$ cat src/sv/sgh_pkg.sv
`timescale 1ns / 1ps
package sgh_pkg;

  localparam int unsigned DATA_W = 16;

  typedef struct packed {
    logic signed [DATA_W-1:0] value;
    logic                     last_in;
  } sgh_in_t;

  typedef struct packed {
    logic signed [DATA_W-1:0] sorted_value;
    logic                     last_out;
  } sgh_out_t;

  // One element moving along the chain, or resting in a cell.
  typedef struct packed {
    logic                     vld;
    logic signed [DATA_W-1:0] val;
  } sgh_link_t;

  typedef enum logic [1:0] {
    ST_LOAD,
    ST_SETTLE,
    ST_EMIT
  } sgh_state_t;

endpackage

$ cat src/sv/sgh_cell.sv
`timescale 1ns / 1ps
module sgh_cell
  import sgh_pkg::*;
(
  input  logic      clk,
  input  logic      rst_n,
  input  logic      shift,
  input  sgh_link_t link_in,
  input  sgh_link_t nbr_hold,
  output sgh_link_t hold,
  output sgh_link_t pass
);

  sgh_link_t hold_r, hold_nxt;
  sgh_link_t pass_r, pass_nxt;

  // Shift pulls from the right; else keep min, pass max right.
  always_comb begin
    hold_nxt = hold_r;
    pass_nxt = '0;
    if (shift) begin
      hold_nxt = nbr_hold;
    end else if (link_in.vld) begin
      if (!hold_r.vld) begin
        hold_nxt = link_in;
      end else if (hold_r.val > link_in.val) begin
        hold_nxt.val = link_in.val;
        pass_nxt     = hold_r;
      end else begin
        pass_nxt = link_in;
      end
    end
  end

  always_ff @(posedge clk) begin
    if (!rst_n) begin
      hold_r <= '0;
      pass_r <= '0;
    end else begin
      hold_r <= hold_nxt;
      pass_r <= pass_nxt;
    end
  end

  assign hold = hold_r;
  assign pass = pass_r;

endmodule

$ cat src/sv/shell_sort_gap_halving.sv
`timescale 1ns / 1ps
// Sorting block: collects a set of signed 16-bit values and returns them in
// ascending order.
//
// Input channel (in_valid / in_stall / in_data): one value per transfer,
// the final value of a set carries last_in. Values beyond MAX_ITEMS are
// dropped, but their last_in still closes the set.
// Output channel (out_valid / out_stall / out_data): one sorted value per
// transfer, last_out on the final one.
//
// Operation: while loading, the input takes values back to back. The row of
// MAX_ITEMS cells sorts by insertion as the values stream in; after the
// closing transfer the chain settles (one cell hop per cycle), then the set
// shifts out of cell 0 at one item per cycle while the output is not
// stalled. in_stall is high from the closing transfer until the last result
// has entered the output register and the state machine is back in ST_LOAD.
// Reset empties all cells and the output register. While out_valid and
// out_stall are both high, the output register holds and no value shifts
// out of the cell row.
module shell_sort_gap_halving
  import sgh_pkg::*;
#(
  parameter int unsigned MAX_ITEMS = 32
) (
  input  logic     clk,
  input  logic     rst_n,
  input  logic     in_valid,
  output logic     in_stall,
  input  sgh_in_t  in_data,
  output logic     out_valid,
  input  logic     out_stall,
  output sgh_out_t out_data
);

  localparam int unsigned CNT_W = $clog2(MAX_ITEMS + 1);
  localparam logic [CNT_W-1:0] CNT_FULL = CNT_W'(MAX_ITEMS);

  sgh_state_t       state_r, state_nxt;
  logic [CNT_W-1:0] cnt_r, cnt_nxt;
  logic             out_vld_r, out_vld_nxt;
  sgh_out_t         out_data_r, out_data_nxt;

  logic             in_xfer;
  logic             store;
  logic             out_load;
  logic             chain_busy;

  sgh_link_t        link [MAX_ITEMS+1];
  sgh_link_t        hold [MAX_ITEMS];
  logic [MAX_ITEMS-1:0] pass_vld;

  assign in_stall = (state_r != ST_LOAD);
  assign in_xfer  = in_valid && !in_stall;
  // Drop values once the row is full.
  assign store    = in_xfer && (cnt_r != CNT_FULL);

  assign link[0].vld = store;
  assign link[0].val = in_data.value;

  // In ST_EMIT, pull the next result when the output reg is free or drains.
  assign out_load = (state_r == ST_EMIT) && (cnt_r != '0) && (!out_vld_r || !out_stall);

  genvar gi;
  generate
    for (gi = 0; gi < MAX_ITEMS; gi++) begin : g_cell
      sgh_link_t nbr;
      if (gi == MAX_ITEMS - 1) begin : g_end
        assign nbr = '0;
      end else begin : g_mid
        assign nbr = hold[gi+1];
      end
      sgh_cell u_cell (
        .clk      (clk),
        .rst_n    (rst_n),
        .shift    (out_load),
        .link_in  (link[gi]),
        .nbr_hold (nbr),
        .hold     (hold[gi]),
        .pass     (link[gi+1])
      );
      assign pass_vld[gi] = link[gi+1].vld;
    end
  endgenerate

  // Chain is settled once no element is in flight between cells.
  assign chain_busy = |pass_vld;

  always_comb begin
    state_nxt    = state_r;
    cnt_nxt      = cnt_r;
    out_vld_nxt  = out_vld_r;
    out_data_nxt = out_data_r;

    if (out_vld_r && !out_stall) begin
      out_vld_nxt = 1'b0;
    end

    unique case (state_r)
      ST_LOAD: begin
        if (store) begin
          cnt_nxt = cnt_r + CNT_W'(1);
        end
        if (in_xfer && in_data.last_in) begin
          state_nxt = ST_SETTLE;
        end
      end
      ST_SETTLE: begin
        if (!chain_busy) begin
          state_nxt = ST_EMIT;
        end
      end
      ST_EMIT: begin
        if (out_load) begin
          out_vld_nxt               = 1'b1;
          out_data_nxt.sorted_value = hold[0].val;
          out_data_nxt.last_out     = (cnt_r == CNT_W'(1));
          cnt_nxt                   = cnt_r - CNT_W'(1);
        end
        if (cnt_r == '0) begin
          state_nxt = ST_LOAD;
        end
      end
      default: begin
        state_nxt = ST_LOAD;
      end
    endcase
  end

  always_ff @(posedge clk) begin
    if (!rst_n) begin
      state_r   <= ST_LOAD;
      cnt_r     <= '0;
      out_vld_r <= 1'b0;
    end else begin
      state_r   <= state_nxt;
      cnt_r     <= cnt_nxt;
      out_vld_r <= out_vld_nxt;
    end
  end

  always_ff @(posedge clk) begin
    out_data_r <= out_data_nxt;
  end

  assign out_valid = out_vld_r;
  assign out_data  = out_data_r;

endmodule

$ cat config.mk
export PLATFORM = sky130hd
export DESIGN_NAME = shell_sort_gap_halving
export DESIGN_NICKNAME = d
export VERILOG_FILES = /design/src/sv/sgh_pkg.sv /design/src/sv/sgh_cell.sv /design/src/sv/shell_sort_gap_halving.sv
export SDC_FILE = /design/constraint.sdc
export NUM_CORES = 2
export LEC_CHECK = 0
export ABC_AREA = 1
export BUFFER_PORTS_ARGS = -buffer_cell sky130_fd_sc_hd__buf_4
export CAP_MARGIN = 20
export CORE_MARGIN = 4
export CORE_UTILIZATION = 64
export CTS_CLUSTER_SIZE = 25
export DETAILED_ROUTE_END_ITERATION = 8
export PLACE_DENSITY_LB_ADDON = 0.1
export SYNTH_ARGS = -nofsm -noshare
export SYNTH_HDL_FRONTEND = slang
export SYNTH_SLANG_ARGS = --single-unit
$ cat constraint.sdc
create_clock -name clk -period 3.05 [get_ports clk]
set_clock_uncertainty 0.05 [all_clocks]
set_input_delay 0 -clock clk [delete_from_list [all_inputs] [get_ports clk]]
set_output_delay 0 -clock clk [all_outputs]
set_load 0.1 [all_outputs]
### After elaboration in Yosys (flattened, before gate mapping)

Index checks and enable logic that the tools add are counted.

| word-level totals | value |
|---|---|
| register bits | 1098 |
| bits of input ports | 21 |
| output and inout bits | 19 |
| logic and storage cells | 554 |

| operators by class | value |
|---|---|
| add/sub/neg operators | 2 |
| order comparisons | 32 |
| equality and inequality tests | 41 |
| multiplexer cells | 167 |
| bitwise logic cells | 65 |
| reductions and logical operators | 115 |

Operators by type and width:

| operator | count |
|---|---|
| 16-bit two-way mux | 95 |
| 17-bit two-way mux | 62 |
| 16-bit greater-than comparator | 32 |
| 4-bit OR reduction | 32 |
| 3-bit != test, second input constant | 30 |
| 2-bit AND reduction | 33 |
| 2-bit nonzero test | 33 |
| 1-bit NOT | 65 |
| 32-bit OR reduction | 1 |
| 6-bit two-way mux | 2 |
| 6-bit one-hot mux with 2 select lines | 1 |
| 2-bit != test, second input constant | 4 |
| 6-bit by 1-bit adder with 6-bit output, second input constant | 1 |
| 6-bit by 1-bit == test with 1-bit output, second input constant | 1 |
| 1-bit logical AND | 6 |
| 6-bit zero test | 1 |
| 2-bit two-way mux | 3 |
| 6-bit != test, second input constant | 1 |
| 2-bit one-hot mux with 3 select lines | 1 |
| 3-bit AND reduction | 2 |
| 6-bit nonzero test | 1 |
| 6-bit by 1-bit subtractor with 6-bit output, second input constant | 1 |
| 2-bit by 1-bit != test with 1-bit output, second input constant | 2 |
| 1-bit zero test | 3 |
| other kinds (7) | 9 |

### Logic depth before layout (Yosys ltp)

| logic depth | value |
|---|---|
| depth after elaboration | 6 |
| mapped depth | 19 |

### Modules after synthesis

From an unflattened synthesis, not the netlist that was laid out.

| second synthesis, totals | value |
|---|---|
| cells, all modules | 8965 |
| area, all modules | 61193.7 µm² |

By module, submodules not included:

| module | instances | cells each | area an instance (µm²) | seq. area each (µm²) |
|---|---|---|---|---|
| sgh_cell (g_cell[0].u_cell ...) | 28 | 275 | 1869.3 | 680.7 |
| sgh_cell (g_cell[6].u_cell ...) | 4 | 276 | 1873.0 | 680.7 |
| shell_sort_gap_halving | 1 | 161 | 1361.3 | 690.7 |

### Least setup slack after synthesis

OpenSTA, ideal clock, no wires.

| path | value |
|---|---|
| path type | flip-flop to flip-flop |
| start point | register out_vld_r (netlist: out_valid) |
| end point | register g_cell[30].u_cell.hold_r (netlist bit g_cell[30].u_cell.hold[10]) |
| setup time | 0.064 ns |
| data arrival time | 2.415 ns |
| data required time | 2.936 ns |
| path slack | 0.521 ns |
| stages on the path, launching flop included | 9 |
| cell sequence | dfxtp_1 -> nand2_1 -> nand2_8 -> inv_2 -> buf_4 -> clkbuf_1 -> o21ai_0 -> nor2_1 -> nor2_1 |

| between the ends | value |
|---|---|
| longest elaborated chain between the ends | 5 |

RTL lines:

| item | line | RTL |
|---|---|---|
| start: declaration | shell_sort_gap_halving.sv:40 | `logic out_vld_r, out_vld_nxt;` |
| start signal: assignment | shell_sort_gap_halving.sv:137 | `out_vld_r <= out_vld_nxt;` |
| 1-bit zero test (*) | shell_sort_gap_halving.sv:61 | `assign out_load = (state_r == ST_EMIT) && (cnt_r != '0) && (!out_vld_r \|\| !out_stall);` |
| 1-bit logical OR (*) | shell_sort_gap_halving.sv:61 |  |
| 1-bit logical AND (*) | shell_sort_gap_halving.sv:61 |  |
| 3-bit != test (no line) or 2-bit nonzero test (tied branches) | - |  |
| 2-bit AND reduction (no line) | - |  |
| end signal: assignment | sgh_cell.sv:40 | `hold_r <= hold_nxt;` |
| end: declaration | sgh_cell.sv:14 | `sgh_link_t hold_r, hold_nxt;` |

Mark *: on every way between the ends. The rest lies on a longest branch, timed or not.
A chain may end at the register's enable or synchronous reset.

### Worst setup path after layout

| path | value |
|---|---|
| start point | register cnt_r[0] |
| end point | register g_cell[29].u_cell.hold_r (netlist bit g_cell[29].u_cell.hold[13]) |

| between the ends | value |
|---|---|
| longest elaborated chain between the ends | 5 |

RTL lines:

| item | line | RTL |
|---|---|---|
| start: declaration | shell_sort_gap_halving.sv:39 | `logic [CNT_W-1:0] cnt_r, cnt_nxt;` |
| start signal: assignment | shell_sort_gap_halving.sv:136 | `cnt_r <= cnt_nxt;` |
| 6-bit nonzero test (*) | shell_sort_gap_halving.sv:61 |  |
| 1-bit logical AND (*) (2 in series) | shell_sort_gap_halving.sv:61 |  |
| 3-bit != test (no line) or 2-bit nonzero test (tied branches) | - |  |
| 2-bit AND reduction (no line) | - |  |
| end signal: assignment | sgh_cell.sv:40 |  |
| end: declaration | sgh_cell.sv:14 |  |

Marks and branches as above.

==> metrics.md <==
| Metric | Value |
|---|---|
| FF/Latch Area | 22200 um2 |
| FMAX | 355 MHz |
| Final ANT Viol Nets | 0 |
| Minimum clock period | 2.81 ns |
| CTS H-tree depth | 3 |
| Post-synth ARST share | 0% |
| DRC | 0 |
| Critical path class | flip-flop to flip-flop |
| DR vias/cell | 5.26 |
| TritonCTS clock tree | done |
| Final period utilization | 92.2% |
| Slew Viols, Final | 0 |
| Relative slew slack | 35.0% |
| Root buffer cell | clkbuf_16 |
| Synth Area in Compound Gates | 15.1% |
| Worst Hold Launch | in_data[9] |
| Largest family of logic cells by synthesized area | simple AND/OR/NAND/NOR gates |
| FF+latch count, synth | 1098 |
| Num rows | 111 |
| Post-synth top flop | dfxtp_1 |
| Clk sinks | 1098 |
| Final WL | 144000 um |
| Crit-path max FO | 32 |
| Slew @ Worst Pin | 0.975 ns |
| Worst hold path type | primary input to flip-flop |
| Setup TNS | 0 ns |
| Vias | 52800 |
| Yosys top cell by area | dfxtp_1 |
| IO Pins | 40 |
| Ys Warns | 0 |
| Initial core utilization | 64.7% |
| Share of cells above drive strength 1 | 4.46% |
| Clock share of power | 41.0% |
| Combinational power share | 16.5% |
| CP Launch Type | flip-flop |
| Synth area leaders | dfxtp_1 36%, nand2_1 14%, ha_1 11% |
| Psw | 10.3 mW |
| Simple-gate area share of the yosys netlist | 25.2% |
| Synth Area in Adders | 10.9% |
| First-pass GRT wire length | 240000 um |
| Synth Area in XOR/XNOR | 0.0147% |
| Final setup fails | 0 |
| WL per Instance | 14.3 um |
| Final hold vios | 0 |
| Status | complete, no violations |
| Diode count | 0 |
| Pwr dens | 549 nW/um2 |
| Tot GR Track Use | 28.9% |
| RePlAce Congestion | 0.857 |
| Number of port buffers | 39 |
| CTS Buf Count | 116 |
| Largest net degree at the start of global routing | 190 |
| Final core occ | 70.0% |
| Non-Filler Instances | 10000 |
| P&R area growth vs syn | 8.16% |
| Clock buffer depth | 3 |
| Initial DRC Count | 3900 |
| Overall die height | 313 um |
| Maximum VDD drop | 0.000531 V |
| Die area | 97800 um2 |
| Internal | 24.9 mW |
| Post-synthesis mux area share | 0.0169% |
| Syn Inst Count | 8834 |
| Multi-input logic area | 30400 um2 |
| First-pass DRT Iterations | 6 |
| Nets@finish | 9239 |
| Synth cell types | 40 |
| DP Cell Count | 9805 |
| Top post-synthesis cells by count | 2216 x nand2_1, 1274 x inv_1, 1273 x nor2_1 |
| Syn_area_per_cell | 6.72 um2 |
| Core Area | 91800 um2 |
| Sw frac | 29.3% |
| Sequential area share after synthesis | 37.3% |
| Synthesized net count | 9371 |
| Yosys top cell area share | 36.4% |
| Initial antenna violation count | 0 |
| Post-DP HPWL | 101000 um |
| Die X | 313 um |
| Max-cap violation count | 0 |
| Clock latency on the worst-skew pair | 0.70 ns |
| Most frequent cell after synthesis | nand2_1 |
| Vias in the first global route | 50000 |
| Clock transition at path regs | 0.06 ns |
| Worst EP arrival | 3.33 ns |
| Crit. Startpoint | cnt_r[0] |
| Leak | 31.3 nW |
| Sequential share of power | 42.6% |
| Fill count | 7825 |
| Fin Hold WS | 0.0869 ns |
| Total congestion overflow | 0 |
| Post-synth EDFFs | 17 |
| R2r setup slk | 0.24 ns |
| Reg2reg start | cnt_r[0] |
| Worst Path Required | 3.56 ns |
| Cell Area, Synth | 59400 um2 |
| RSZ-0062 raised after global routing | true |
| Crit. End Element | flip-flop |
## stage by stage
stage,setup WS [ns],instance area [um2],power [mW]
floorplan,0.521,59400,19.5
global placement,0.343,60100,20.8
detailed placement,0.240,60100,21.0
CTS,0.223,64200,35.4
global route,-0.00594,64200,36.9
finish,0.237,64200,35.2
## sequential cells by signal, summed over array words and instances, names as in the netlist
signal / flops
state_r: 2
g_cell.u_cell.pass: 528
out_valid: 1
cnt_r: 6
g_cell.u_cell.hold: 544
out_data: 17
## power by group through the flow
stage               clock [mW]  combinational, mW  sequential, mW
global route              15.2               6.63            15.0
global placement             0               5.50            15.3
finish                    14.4               5.81            15.0
CTS                       14.7               5.74            15.0
floorplan                    0               4.28            15.3
detailed placement           0               5.66            15.3
## routing by layer
layer	vias up	part of all wire, %	GRT usage [%]
li1	27500	-	-
met1	23800	44	37.7
met2	1171	47	49.2
met3	331	5.3	3.84
met4	0	3.7	10.2
met5	-	0	0
## critical path, cell delays in order (launching register included)
cell and delay, ns:
dfxtp_1 0.40, inv_1 0.11, ha_1 0.21, nor3b_2 0.15, nand3_1 0.09, nand2_2 0.07, inv_2 0.10, nand2_8 0.11
inv_2 0.47, or2_1 0.21, nand2_2 0.35, nor2_1 0.26, nor2_1 0.08
## final timing paths
path | to | cells past startpoint
setup / recovery | g_cell[29].u_cell.hold[13] | 12
hold / removal | g_cell[0].u_cell.pass[8] | 4
setup reg to reg | g_cell[29].u_cell.hold[13] | 12
hold reg to reg | out_data[1] | 0
## timing repair
item | 4_1_cts | 5_1_grt
hold buffers | 21 | 0
resized for setup | 0 | 3
buffers inserted | 0 | 1
hold endpoints to repair | 82 | 0
setup endpoints to repair | 0 | 10
## cells by family (layout without fill, tap and decap cells)
kind of cell / after synthesis / in the layout
AND/OR/NAND/NOR: 3792 / 3792
AO/OA/AOI/OAI: 1730 / 1730
buffers and inverters: 1696 / 1656
flip-flops: 1098 / 1098
adder cells (fa/ha/maj): 516 / 516
XOR/XNOR: 1 / 1
multiplexers: 1 / 1
## cell type report
cell class / instances / share of cell area (%)
sequential: 1098 / 34.5
tap: 1243 / 2.42
inverter: 1290 / 7.54
clock buffer: 174 / 5.50
multi-input combinational: 6040 / 47.3
timing repair buffer: 156 / 2.14
clock inverter: 36 / 0.619
## cell usage in the layout (no fill, tap or decap), drive strengths merged, types with 8 or more instances in the layout
cell and count:
a21oi 642, dfxtp 1081, or2 19, nor2 1274, inv 1289, a211oi 86, a21o 32, bufinv 8
nand3 189, nand2 2240, clkinv 28, o21ai 967, nor4 8, nand4 29, nor3 31, buf 135
clkbuf 174, ha 516, dlygate4sd3 21, edfxtp 17
Note: power is estimated with default switching activity, not from simulation.
